## config.mk

```make
export PLATFORM = sky130hd
export DESIGN_NAME = ir_text_tokenizer_unit
export DESIGN_NICKNAME = d
export VERILOG_FILES = /design/src/rtl/irtok_pkg.sv /design/src/rtl/irtok_core.sv /design/src/rtl/ir_text_tokenizer_unit.sv
export SDC_FILE = /design/constraint.sdc
export NUM_CORES = 1
export LEC_CHECK = 0
export BUFFER_PORTS_ARGS = -buffer_cell sky130_fd_sc_hd__buf_2
export CORE_ASPECT_RATIO = 0.9
export CORE_UTILIZATION = 33
export CTS_CLUSTER_DIAMETER = 100
export CTS_CLUSTER_SIZE = 30
export DETAILED_ROUTE_END_ITERATION = 8
export SLEW_MARGIN = 25
export SYNTH_ARGS = -nofsm -noshare
export SYNTH_HDL_FRONTEND = slang
export SYNTH_SLANG_ARGS = --single-unit
export TNS_END_PERCENT = 5
```

## constraint.sdc

```tcl
create_clock -name clk_i -period 12.4 [get_ports clk_i]
set_input_delay 0.62 -clock clk_i [delete_from_list [all_inputs] [get_ports clk_i]]
set_output_delay 0.62 -clock clk_i [all_outputs]
set_load 0.02 [all_outputs]
```

## src/rtl/irtok_pkg.sv

```systemverilog
// Shared types and constants of the IR text tokenizer.
package irtok_pkg;

  localparam int unsigned POS_BITS   = 24;
  localparam int unsigned LINE_BITS  = 20;
  localparam int unsigned LEN_BITS   = 16;
  localparam int unsigned KIND_BITS  = 4;
  localparam int unsigned FIFO_DEPTH = 4;
  localparam int unsigned PTR_BITS   = $clog2(FIFO_DEPTH);
  localparam int unsigned CNT_BITS   = $clog2(FIFO_DEPTH + 1);

  typedef enum logic [KIND_BITS-1:0] {
    TK_END    = 4'd0,
    TK_LOCAL  = 4'd1,
    TK_GLOBAL = 4'd2,
    TK_LPAREN = 4'd3,
    TK_RPAREN = 4'd4,
    TK_LBRACE = 4'd5,
    TK_RBRACE = 4'd6,
    TK_COLON  = 4'd7,
    TK_EQUALS = 4'd8,
    TK_IDENT  = 4'd9,
    TK_FUNC   = 4'd10,
    TK_KW_I   = 4'd11,
    TK_RET    = 4'd12,
    TK_INT    = 4'd13,
    TK_ERROR  = 4'd14
  } token_kind_e;

  typedef enum logic [2:0] {
    PM_NONE   = 3'd0,
    PM_LOCAL  = 3'd1,
    PM_GLOBAL = 3'd2,
    PM_IDENT  = 3'd3,
    PM_INT    = 3'd4
  } pend_mode_e;

  // Packed so that a plain cast gives the output tdata layout.
  typedef struct packed {
    logic [LINE_BITS-1:0] line;
    logic [LEN_BITS-1:0]  length;
    logic [POS_BITS-1:0]  start;
    token_kind_e          kind;
  } token_t;

  typedef struct packed {
    token_t first;
    token_t second;
    logic [1:0] count;
  } tok_pair_t;

  localparam logic [31:0] KW_FUNC = 32'h66756E63;
  localparam logic [31:0] KW_I    = 32'h00000069;
  localparam logic [31:0] KW_RET  = 32'h00726574;

endpackage

```

## src/rtl/irtok_core.sv

```systemverilog
// Tokenizer state and per-byte classification; produces up to two tokens per byte.
module irtok_core
  import irtok_pkg::*;
(
  input  logic      clk_i,
  input  logic      rst_ni,
  input  logic [7:0] byte_i,
  input  logic      step_i,
  output tok_pair_t pair_o
);

  logic [POS_BITS-1:0]  pos_q, pos_d;
  logic [LINE_BITS-1:0] line_q, line_d;
  pend_mode_e           mode_q, mode_d;
  logic [POS_BITS-1:0]  pstart_q, pstart_d;
  logic [LEN_BITS-1:0]  plen_q, plen_d;
  logic [LINE_BITS-1:0] pline_q, pline_d;
  logic [31:0]          lead_q, lead_d;

  logic        is_alpha, is_digit, is_space;
  logic        cont, flush;
  logic        own_vld;
  token_t      own_tok, pend_tok;
  token_kind_e own_kind, pend_kind;

  always_comb begin
    is_alpha = byte_i inside {[8'h61:8'h7A], [8'h41:8'h5A]};
    is_digit = byte_i inside {[8'h30:8'h39]};
    is_space = byte_i inside {8'h20, [8'h09:8'h0D]};
    cont  = (mode_q != PM_NONE) &&
            ((mode_q == PM_INT) ? is_digit : (is_alpha || is_digit));
    flush = (mode_q != PM_NONE) && !cont;
  end

  always_comb begin
    case (mode_q)
      PM_LOCAL:  pend_kind = TK_LOCAL;
      PM_GLOBAL: pend_kind = TK_GLOBAL;
      PM_INT:    pend_kind = TK_INT;
      default: begin
        if (plen_q == LEN_BITS'(4) && lead_q == KW_FUNC) begin
          pend_kind = TK_FUNC;
        end else if (plen_q == LEN_BITS'(1) && lead_q == KW_I) begin
          pend_kind = TK_KW_I;
        end else if (plen_q == LEN_BITS'(3) && lead_q == KW_RET) begin
          pend_kind = TK_RET;
        end else begin
          pend_kind = TK_IDENT;
        end
      end
    endcase
    pend_tok.kind   = pend_kind;
    pend_tok.start  = pstart_q;
    pend_tok.length = plen_q;
    pend_tok.line   = pline_q;
  end

  always_comb begin
    own_vld  = 1'b1;
    own_kind = TK_ERROR;
    case (byte_i)
      8'h00: own_kind = TK_END;
      8'h28: own_kind = TK_LPAREN;
      8'h29: own_kind = TK_RPAREN;
      8'h7B: own_kind = TK_LBRACE;
      8'h7D: own_kind = TK_RBRACE;
      8'h3A: own_kind = TK_COLON;
      8'h3D: own_kind = TK_EQUALS;
      8'h25, 8'h40: own_vld = 1'b0;
      default: begin
        if (is_space || is_alpha || is_digit) begin
          own_vld = 1'b0;
        end
      end
    endcase
    own_tok.kind   = own_kind;
    own_tok.start  = pos_q;
    own_tok.length = (byte_i == 8'h00) ? '0 : LEN_BITS'(1);
    own_tok.line   = line_q;
  end

  always_comb begin
    pair_o.first  = flush ? pend_tok : own_tok;
    pair_o.second = own_tok;
    if (cont) begin
      pair_o.count = 2'd0;
    end else begin
      pair_o.count = {1'b0, flush} + {1'b0, own_vld};
    end
  end

  always_comb begin
    pos_d    = pos_q;
    line_d   = line_q;
    mode_d   = mode_q;
    pstart_d = pstart_q;
    plen_d   = plen_q;
    pline_d  = pline_q;
    lead_d   = lead_q;
    if (step_i) begin
      if (cont) begin
        if (plen_q < LEN_BITS'(4)) begin
          lead_d = {lead_q[23:0], byte_i};
        end
        if (plen_q != '1) begin
          plen_d = plen_q + LEN_BITS'(1);
        end
        pos_d = pos_q + POS_BITS'(1);
      end else begin
        if (flush) begin
          mode_d = PM_NONE;
          plen_d = '0;
          lead_d = '0;
        end
        if (byte_i == 8'h00) begin
          pos_d    = '0;
          line_d   = LINE_BITS'(1);
          pstart_d = '0;
          pline_d  = LINE_BITS'(1);
        end else begin
          if (byte_i == 8'h25 || byte_i == 8'h40 || is_alpha || is_digit) begin
            if (byte_i == 8'h25) begin
              mode_d = PM_LOCAL;
            end else if (byte_i == 8'h40) begin
              mode_d = PM_GLOBAL;
            end else if (is_alpha) begin
              mode_d = PM_IDENT;
            end else begin
              mode_d = PM_INT;
            end
            pstart_d = pos_q;
            plen_d   = LEN_BITS'(1);
            pline_d  = line_q;
            lead_d   = {24'h0, byte_i};
          end
          if (byte_i == 8'h0A && line_q != '1) begin
            line_d = line_q + LINE_BITS'(1);
          end
          pos_d = pos_q + POS_BITS'(1);
        end
      end
    end
  end

  always_ff @(posedge clk_i or negedge rst_ni) begin
    if (!rst_ni) begin
      pos_q    <= '0;
      line_q   <= LINE_BITS'(1);
      mode_q   <= PM_NONE;
      pstart_q <= '0;
      plen_q   <= '0;
      pline_q  <= LINE_BITS'(1);
      lead_q   <= '0;
    end else begin
      pos_q    <= pos_d;
      line_q   <= line_d;
      mode_q   <= mode_d;
      pstart_q <= pstart_d;
      plen_q   <= plen_d;
      pline_q  <= pline_d;
      lead_q   <= lead_d;
    end
  end

endmodule

```

## src/rtl/ir_text_tokenizer_unit.sv

```systemverilog
// Top level of the IR text tokenizer: input register, tokenizer core, result queue.
// The block takes one text byte per request, registers it, and tokenizes it from the
// input register once the queue has room, against the tracked offset, line and
// pending token. A byte yields zero, one or two tokens, which go into a four-entry
// queue drained one token per cycle on the master side while tready is high; tlast
// marks the last token caused by a byte. Input bytes are taken at one per clock
// while the queue has room for two more tokens, so the sustained rate is one byte
// per cycle, limited by back-pressure on tready and by the one-token-per-cycle
// output when bytes produce tokens faster than that. Byte zero ends the text: it
// flushes the pending token, emits an end token, and restarts offset and line counting.
module ir_text_tokenizer_unit
  import irtok_pkg::*;
(
  input  logic        clk_i,
  input  logic        rst_ni,
  input  logic        s_axis_tvalid,
  output logic        s_axis_tready,
  input  logic [7:0]  s_axis_tdata,   // [7:0] text_byte
  output logic        m_axis_tvalid,
  input  logic        m_axis_tready,
  output logic [63:0] m_axis_tdata,   // [3:0] token_kind, [27:4] token_start,
                                      // [43:28] token_length, [63:44] token_line
  output logic        m_axis_tlast    // run_last
);

  typedef struct packed {
    token_t tok;
    logic   last;
  } entry_t;

  logic                in_vld_q;
  logic [7:0]          in_byte_q;
  logic                proc_fire;
  logic                pop;
  tok_pair_t           pair;
  entry_t              fifo_q [FIFO_DEPTH];
  logic [PTR_BITS-1:0] wr_ptr_q, rd_ptr_q;
  logic [CNT_BITS-1:0] cnt_q;

  assign proc_fire     = in_vld_q && (cnt_q <= CNT_BITS'(FIFO_DEPTH - 2));
  assign s_axis_tready = !in_vld_q || proc_fire;
  assign pop           = m_axis_tvalid && m_axis_tready;

  always_ff @(posedge clk_i or negedge rst_ni) begin
    if (!rst_ni) begin
      in_vld_q <= 1'b0;
    end else if (s_axis_tready) begin
      in_vld_q <= s_axis_tvalid;
    end
  end

  always_ff @(posedge clk_i) begin
    if (s_axis_tready && s_axis_tvalid) begin
      in_byte_q <= s_axis_tdata;
    end
  end

  irtok_core u_core (
    .clk_i  (clk_i),
    .rst_ni (rst_ni),
    .byte_i (in_byte_q),
    .step_i (proc_fire),
    .pair_o (pair)
  );

  // Push up to two tokens; the last one of the byte carries tlast.
  always_ff @(posedge clk_i) begin
    if (proc_fire) begin
      if (pair.count != 2'd0) begin
        fifo_q[wr_ptr_q] <= '{tok: pair.first, last: (pair.count == 2'd1)};
      end
      if (pair.count == 2'd2) begin
        fifo_q[wr_ptr_q + PTR_BITS'(1)] <= '{tok: pair.second, last: 1'b1};
      end
    end
  end

  always_ff @(posedge clk_i or negedge rst_ni) begin
    if (!rst_ni) begin
      wr_ptr_q <= '0;
      rd_ptr_q <= '0;
      cnt_q    <= '0;
    end else begin
      if (proc_fire) begin
        wr_ptr_q <= wr_ptr_q + PTR_BITS'(pair.count);
      end
      if (pop) begin
        rd_ptr_q <= rd_ptr_q + PTR_BITS'(1);
      end
      cnt_q <= cnt_q + (proc_fire ? CNT_BITS'(pair.count) : '0)
                     - CNT_BITS'(pop);
    end
  end

  assign m_axis_tvalid = (cnt_q != '0);
  assign m_axis_tdata  = fifo_q[rd_ptr_q].tok;
  assign m_axis_tlast  = fifo_q[rd_ptr_q].last;

endmodule

```

==> impl_metrics.ini, run 1 <==
[status]
outcome = completed

[setup_path]
cp_max_fo = 67
rrSetupSlack_ns = 6.25
arrival_ns = 6.36
critical_path.most_common_cell = nand2_1
path_cells = nor4_2 -> a21oi_1 -> a21oi_2 -> nand2_1 -> clkinv_2 -> ha_1 -> nor2b_1 -> nand2_1 -> nor3_1 -> nand2_1 -> nand2_2 -> buf_4
setup.worst_path.end_class = register
max_stage_delay_ns = 0.78
crit_type = reg -> reg
worstPathRequired_ns = 12.61
crit_path_start_kind = register
slowest_stage = clkinv_2

[grt]
first_global_vias = 13680
grt_max_degree = 90
grtUsageTotal_pct = 17.6
antenna_found_initial = 2
grt_pass1_wl_mm = 83.9
grt_overflow = 0

[finish]
drive_gt1_share_pct = 15.5
final_common_cell = edfxtp_1
final_cell_mix = edfxtp_1 (204), dfrtp_1 (143), nand2_1 (140)
final_util_pct = 36.4
syn2layout_area_growth_pct = 8.11
final_nets = 1603

[power_and_ir_drop]
leakagePower_nw = 7.66
ir_drop_uv = 99.4
p_per_area_mw_per_mm2 = 204

[clock_tree]
cts_tree = done
cts_setup_buffers = 0
cts_root_buf = clkbuf_16
cts.sinks = 415
cts_max_path_buffers = 3
cts_resized = 0
clk_latency_ns = 0.57
htree_levels = 1
clk_pin_slew_ns = 0.12
cts-buffers-inserted = 18
cts_hold_buf = 0

[sta]
rsz0062_at_grt = false
period_share_pct = 49.6
worst_pin_slew_ns = 1.02
hold_viol_final = 0
fmax_mhz = 163
setup_viol = 0
period_minus_slack_ns = 6.15
slew_violations = 0
tns_ns = 0
max_slew_margin_pct = 32.0
finClkSkew_ns = 0.0448

[die]
die-area_sq_mm = 0.0608
die_y_um = 234
io_pins = 79
die_x_um = 260
initial_core_util_pct = 33.6
core-area_sq_mm = 0.0588
row_count = 84

[detailed_routing]
highest_layer = met5
dr_wl_met3_mm = 3.75
met2_length_mm = 24.9
routed_wl_mm = 53.9
drt_iter0_markers = 1559
num_vias = 14118
wl_per_cell_um = 22.8
drt-met1-wl_mm = 24.1
postRouteAntennaNets = 0
firstDrtPassIters = 5
drc = 0
via_per_inst = 5.97

[placement]
hpwl_mm = 32.7
place.gp.congestion = 0.893
numPortBuffers = 78

[yosys]
netlist_instances = 1624
synth_ff_type = edfxtp_1
synth-edff-count = 204
synth-seq-cells = 415
ys_seq_area_share_pct = 56.1
syn_area_sq_mm = 0.0198
synth-async-reset-ratio_pct = 35.4
syn-num-nets = 1647
syn_avg_cell_area_sq_um = 12.2
yosys_warnings = 0
yosys.cell_types.count = 80

[worst_hold_path]
hold_path.class = in -> async

[job]
cap_violations = 0
==> per-stage QoR <==
step	setup slack, ns	area (sq um)	cells	hold slack, ns	total power [mW]
floorplan	7.75	19800	1624	0.324	3.01
global placement	6.30	20700	2332	0.433	3.59
detailed placement	6.09	20800	2333	0.445	3.63
CTS	6.04	21300	2364	0.159	4.37
global route	5.79	21400	2365	0.196	4.56
finish	6.25	21400	2366	0.138	4.35
==> path summary, 6_finish.rpt <==
kind | startpoint | to | cells after the start
setup / recovery | in_byte_q[1] | fifo_q[3][10] | 12
hold / removal | rst_ni | u_core.lead_q[8] | 1
setup reg to reg | in_byte_q[1] | fifo_q[3][10] | 12
hold reg to reg | fifo_q[2][35] | fifo_q[2][35] | 2
max in group asynchronous | rst_ni | u_core.pstart_q[1] | 2
min in group clk_i | s_axis_tdata[3] | in_byte_q[3] | 1
==> cells by family after synthesis <==
kind of cell / Yosys count / synth area share, %
buf+inv: 189 / 3.92
simple gates: 438 / 11.1
fa+ha+maj: 11 / 0.735
compound gates: 452 / 18.2
xor+xnor: 38 / 1.68
mux: 81 / 8.22
flops: 415 / 56.1
==> layer usage <==
metal,vias to the layer above,track usage (%)
met3,59,1.99
met5,-,0
met2,607,28.1
li1,6263,-
met4,2,4.85
met1,7187,25.3
==> where the power goes <==
part           switching (mW)  leakage, nW  internal, mW  total, mW
logic                    1.19         2.96         0.527       1.72
clock network           0.447        0.271         0.296      0.743
registers               0.187         4.43          1.70       1.89
==> flip-flops by register name, summed over array words and instances (netlist names) <==
signal and count:
wr_ptr_q 2, fifo_q 260, rd_ptr_q 2, u_core.lead_q 32, u_core.plen_q 16, in_byte_q 8
u_core.line_q 20, u_core.pline_q 20, u_core.pos_q 24, u_core.pstart_q 24, u_core.mode_q 3, in_vld_q 1
cnt_q 3
==> synth_stat cells, drive strengths merged (20+ instances only) <==
| cell type | count | area share (%) |
|---|---|---|
| edfxtp | 204 | 31 |
| dfrtp | 145 | 18 |
| nand2 | 145 | 2.8 |
| a22o | 124 | 5.5 |
| a32o | 120 | 6.1 |
| clkbuf | 116 | 2.2 |
| o21ai | 73 | 1.9 |
| nand3 | 70 | 1.8 |
| nor2 | 70 | 1.3 |
| mux4 | 65 | 7.4 |
| dfxtp | 64 | 6.5 |
| buf | 55 | 1.4 |
| a21oi | 52 | 1.4 |
| nor3 | 31 | 0.89 |
| nand4 | 29 | 0.92 |
| xor2 | 20 | 0.89 |
==> cell type report <==
type                       instances  area [sq um]
fill                            5634         37400
sequential                       415         11100
multi-input combinational       1020          8010
tap                              774           968
timing repair buffer             107           654
clock buffer                      26           502
inverter                          18          68.8
clock inverter                     5          52.6
antenna                            1          2.50
==> critical path, delay by kind of cell, from the launching register on <==
family          cells  cell delay [ns]
compound gates      2             0.53
fa+ha+maj           1             0.37
buf+inv             2             1.30
simple gates        7             2.87
flops               1             0.65
Power figures use the tool's default switching activity.
==> run 2, diff against run 1 <==
clock period = 5.7 ns   (was 12.4 ns; I/O delays follow)
==> impl_metrics.ini, run 2 (synthesized netlist as in run 1, its figures left out) <==
[setup_path]
crit_type = reg -> reg
cp_max_fo = 21
worstPathRequired_ns = 6.15
worstSetupEndpoint = fifo_q[3][27]
setup.worst_path.end_class = register
arrival_ns = 5.13
crit_path_start_kind = register
crit_start = in_byte_q[3]
r2r_end = fifo_q[3][27]
timing.rr.start = in_byte_q[3]
reg2reg_depth = 14
rrSetupSlack_ns = 1.02

[sta]
rsz0062_at_grt = false
whs_ns = 0.116
fmax_mhz = 214
slew_violations = 0
max_slew_margin_pct = 27.0
tns_ns = 0
worst_pin_slew_ns = 1.09
hold_viol_final = 0
period_minus_slack_ns = 4.68
setup_viol = 0
period_share_pct = 82.1
finClkSkew_ns = 0.0382

[detailed_routing]
met2_length_mm = 25.2
drt-met1-wl_mm = 24.6
drt_iter0_markers = 1859
highest_layer = met4
drc = 0
postRouteAntennaNets = 0
dr_wl_met3_mm = 4.06
num_vias = 14161
via_per_inst = 5.94
wl_per_cell_um = 22.9
routed_wl_mm = 54.7
firstDrtPassIters = 5

[die]
die_y_um = 234
row_count = 84
io_pins = 79
die_x_um = 260
initial_core_util_pct = 33.6
die-area_sq_mm = 0.0608
core-area_sq_mm = 0.0588

[finish]
largest_reg_flops = 260
final_common_cell = edfxtp_1
final_cell_mix = edfxtp_1 (204), dfrtp_1 (143), nand2_1 (140)
final_cells = 2385
regMostFlops = fifo_q
syn2layout_area_growth_pct = 9.03
drive_gt1_share_pct = 15.8
fillers = 5625
top_regs = fifo_q (260), u_core.lead_q (32)
num_antenna_cells = 0
final_nets = 1622

[power_and_ir_drop]
total_power_mw = 9.50
leakagePower_nw = 7.73
p_per_area_mw_per_mm2 = 441
ir_drop_uv = 233

[grt]
grt_max_degree = 92
grt_overflow = 0
first_global_vias = 13651
grt_pass1_wl_mm = 84.4
grtUsageTotal_pct = 17.8
antenna_found_initial = 0

[job]
cap_violations = 0

[clock_tree]
cts_setup_buffers = 0
clk_latency_ns = 0.57
cts.sinks = 415
htree_levels = 1
cts-buffers-inserted = 18
clk_pin_slew_ns = 0.13
cts_root_buf = clkbuf_16
cts_max_path_buffers = 3
cts_tree = done

[status]
outcome = completed

[placement]
dp.cells = 2343
numPortBuffers = 78
hpwl_mm = 33.3
place.gp.congestion = 0.904

[worst_hold_path]
hold_path.class = in -> reg
run 2: changes by cell type in the layout (fill, tap and decap cells not counted), moves of 2 or more:
cell,previous run,this run
buf_4,27,32
buf_12,0,6
clkbuf_1,7,9
buf_16,2,0
clkinv_2,3,0
dlygate4sd3_1,0,10
run 2: cell type report:
class / instances / area [sq um] / area share [%]
inverter: 18 / 67.6 / 0.314
clock inverter: 5 / 58.8 / 0.273
tap: 774 / 968 / 4.50
sequential: 415 / 11100 / 51.5
timing repair buffer: 126 / 857 / 3.98
clock buffer: 27 / 484 / 2.25
multi-input combinational: 1020 / 8010 / 37.2
run 2: report_power, final:
group,switching (mW),internal [mW]
registers,0.392,3.69
logic,2.63,1.18
clock network,0.984,0.621
total,4.01,5.49
run 2: how the worst min path moves through the flow:
stage	startpoint	endpoint	slack, ns	cells after the start
5_1_grt	m_axis_tready	rd_ptr_q[0]	0.10	3
3_3_place_gp	rst_ni	u_core.lead_q[19]	0.22	1
4_1_cts	m_axis_tready	rd_ptr_q[0]	0.09	3
2_1_floorplan	rst_ni	cnt_q[0]	-0.01	0
3_5_place_dp	rst_ni	u_core.lead_q[24]	0.22	1
6_report	m_axis_tready	rd_ptr_q[0]	0.12	3
run 2: what timing repair did:
action | CTS | global route
hold buffers | 10 | 0
gates resized for setup | 0 | 0
hold endpoints to repair | 46 | 0
run 2: per-layer routing:
layer	vias to the layer above	GRT usage [%]
met1	7273	26.0
met4	0	4.32
met2	542	27.9
met5	-	0
met3	56	2.24
li1	6290	-
run 2: metrics by stage:
stage / area (sq um) / setup WS (ns) / util [%]
2_1_floorplan: 19800 / 1.05 / -
3_3_place_gp: 20900 / 1.18 / 35.6
3_5_place_dp: 20900 / 1.12 / 35.6
4_1_cts: 21500 / 1.09 / 36.7
5_1_grt: 21500 / 0.680 / 36.7
6_report: 21500 / 1.02 / 36.7
run 2: worst max-delay path, stage by stage (launching register included):
cell and delay [ns]:
edfxtp_1 0.62, nor4_2 0.56, a21oi_1 0.18, a21oi_2 0.33
nand2_1 0.42, inv_2 0.16, ha_1 0.26, nor2b_1 0.20
nand2_1 0.13, nor3_1 0.38, nand2_1 0.10, buf_4 0.23
o21ai_4 0.34, buf_4 0.44, a32o_1 0.18
==> run 3, diff against run 2 <==
ABC_AREA = 1   (was unset)
clock period = 4.81 ns   (was 5.7 ns; I/O delays follow)
==> impl_metrics.ini, run 3 <==
[grt]
grt_overflow = 0
grtUsageTotal_pct = 18.5
grt_pass1_wl_mm = 97.0
antenna_found_initial = 1
first_global_vias = 16768
grt_max_degree = 100

[die]
core-area_sq_mm = 0.0630
die_x_um = 269
row_count = 87
die_y_um = 242
io_pins = 79
die-area_sq_mm = 0.0652
initial_core_util_pct = 33.6

[sta]
setup_viol = 0
rsz0062_at_grt = false
period_share_pct = 80.5
slew_violations = 0
hold_viol_final = 0
finClkSkew_ns = 0.0306
tns_ns = 0
max_slew_margin_pct = 27.0
whs_ns = 0.116
period_minus_slack_ns = 3.87
fmax_mhz = 258
worst_pin_slew_ns = 1.09

[status]
outcome = completed

[worst_hold_path]
holdPathEnd = rd_ptr_q[0]
hold_path.class = in -> reg
hold_path_depth = 4
hp-start = m_axis_tready

[clock_tree]
cts.sinks = 415
cts_root_buf = clkbuf_16
cts_setup_buffers = 0
htree_levels = 1
cts_tree = done
cts_resized = 0
cts_max_path_buffers = 3
clk_latency_ns = 0.58
clk_pin_slew_ns = 0.11
cts-buffers-inserted = 19

[setup_path]
crit_path_start_kind = register
rrSetupSlack_ns = 0.94
r2r_end = fifo_q[0][3]
path_cells = inv_1 -> nand2_1 -> nand3_1 -> nand4_1 -> nand3_4 -> inv_1 -> ha_1 -> clkinv_1 -> nand4_1 -> buf_4 -> inv_1 -> nand2_1 -> nand2_1
max_stage_delay_ns = 0.73
reg2reg_depth = 13
timing.rr.start = in_byte_q[0]
arrival_ns = 4.20
slowest_stage = buf_4
worstPathRequired_ns = 5.14
cp_top_family = buffers and inverters
crit_buf_inv = 5
crit_type = reg -> reg
setup.worst_path.end_class = register
cp_max_fo = 62

[yosys]
syn_avg_cell_area_sq_um = 7.96
syn-num-nets = 2685
ys_seq_area_share_pct = 52.3
synthMuxAreaShare_pct = 0
netlist_instances = 2662
synth-seq-cells = 415
synth-async-reset-ratio_pct = 35.4
synth-compound-area-share_pct = 14.2
yosys-top-cells-area = edfxtp_1 (29%), dfrtp_1 (17%), nand2_1 (11%), o21ai_0 (8.3%), dfxtp_1 (6.0%)
yosys_warnings = 0
yosys.cell_types.count = 41
yosysMostFrequentCell = nand2_1
yosys.area_share.xor_xnor_pct = 1.69
netlist.area_leader.share_pct = 28.9
synth_top_family_by_area = simple AND/OR/NAND/NOR gates
yosysTopAreaCell = edfxtp_1
synth_common_cells = nand2_1 (618), o21ai_0 (352), nor2_1 (302)
synth_fa_ha_area_share_pct = 0.685
synth-simple-area-share_pct = 22.9
synth-edff-count = 204
synth_ff_type = edfxtp_1
syn_area_sq_mm = 0.0212

[finish]
final_nets = 2673
regMostFlops = fifo_q
final_cell_mix = nand2_1 (613), o21ai_0 (352), nor2_1 (298)
largest_reg_flops = 260
final_common_cell = nand2_1
drive_gt1_share_pct = 6.31
top_regs = fifo_q (260), u_core.lead_q (32)
syn2layout_area_growth_pct = 9.29

[job]
cap_violations = 0

[detailed_routing]
via_per_inst = 5.10
firstDrtPassIters = 6
postRouteAntennaNets = 0
wl_per_cell_um = 17.6
num_vias = 17879
routed_wl_mm = 61.9
drc = 0
drt_iter0_markers = 1590

[power_and_ir_drop]
leakagePower_nw = 9.57
p_per_area_mw_per_mm2 = 567
total_power_mw = 13.1
ir_drop_uv = 474

[placement]
place.gp.congestion = 0.867
hpwl_mm = 37.4
numPortBuffers = 78
[run 3: report_power, final]
part           switching [mW]  leakage [nW]  internal, mW  total [mW]
clock                    1.23         0.291         0.795        2.02
combinational            4.49          4.84          1.59        6.08
sequential              0.440          4.44          4.59        5.03
total                    6.16          9.57          6.97        13.1
[run 3: routing by layer]
metal	global-route usage, %	vias up	part of all wire, %
li1	-	8807	-
met1	26.2	8480	47
met2	29.9	511	45
met3	2.03	79	5.4
met4	4.77	2	2.5
met5	0	-	0.021
[run 3: area by class of cell]
type	count	area, sq um
Fill cell	6501	39900
Inverter	295	1110
Antenna cell	1	2.50
Tap cell	845	1060
Multi-Input combinational cell	1793	8420
Sequential cell	415	11100
Clock buffer	27	510
Clock inverter	7	82.6
Timing Repair Buffer	126	882
[run 3: how the worst max path moves through the flow]
stage / start / end / slack (ns) / depth (start not counted)
finish: in_byte_q[0] / fifo_q[0][3] / 0.94 / 13
global route: in_byte_q[2] / u_core.lead_q[14] / 0.59 / 11
CTS: in_byte_q[0] / fifo_q[0][3] / 0.98 / 13
detailed placement: in_byte_q[0] / fifo_q[0][3] / 1.00 / 13
global placement: in_byte_q[0] / fifo_q[0][1] / 1.12 / 13
floorplan: in_byte_q[7] / fifo_q[0][10] / 0.81 / 12
[run 3: logic make-up (layout without fill, tap and decap cells)]
kind of cell	Yosys count	after routing
and+or+nand+nor	1171	1171
AOI/OAI and AO/OA	570	570
buffers and inverters	454	455
DFF	415	415
xor gates and xnor gates	41	41
adders and majority gates	11	11
other	0	1
[run 3: stage by stage]
stage | instances | util [%] | setup slack (ns) | instance area, sq um
after floorplan | 2662 | - | 0.806 | 21200
final | 3509 | 36.7 | 0.939 | 23200
after global placement | 3464 | 35.6 | 1.12 | 22500
after CTS | 3508 | 36.7 | 0.982 | 23200
after global routing | 3508 | 36.7 | 0.591 | 23200
after detailed placement | 3464 | 35.6 | 1.00 | 22500
[run 3: timing repair]
item	CTS	global route
hold endpoints to repair	95	0
setup endpoints to repair	0	0
hold buffers	10	0
[run 3: worst register-to-register path, stage by stage, from the launching register on]
cell and delay (ns):
edfxtp_1 0.48, inv_1 0.18, nand2_1 0.10, nand3_1 0.08
nand4_1 0.57, nand3_4 0.22, inv_1 0.14, ha_1 0.34
clkinv_1 0.20, nand4_1 0.20, buf_4 0.73, inv_1 0.23
nand2_1 0.11, nand2_1 0.05
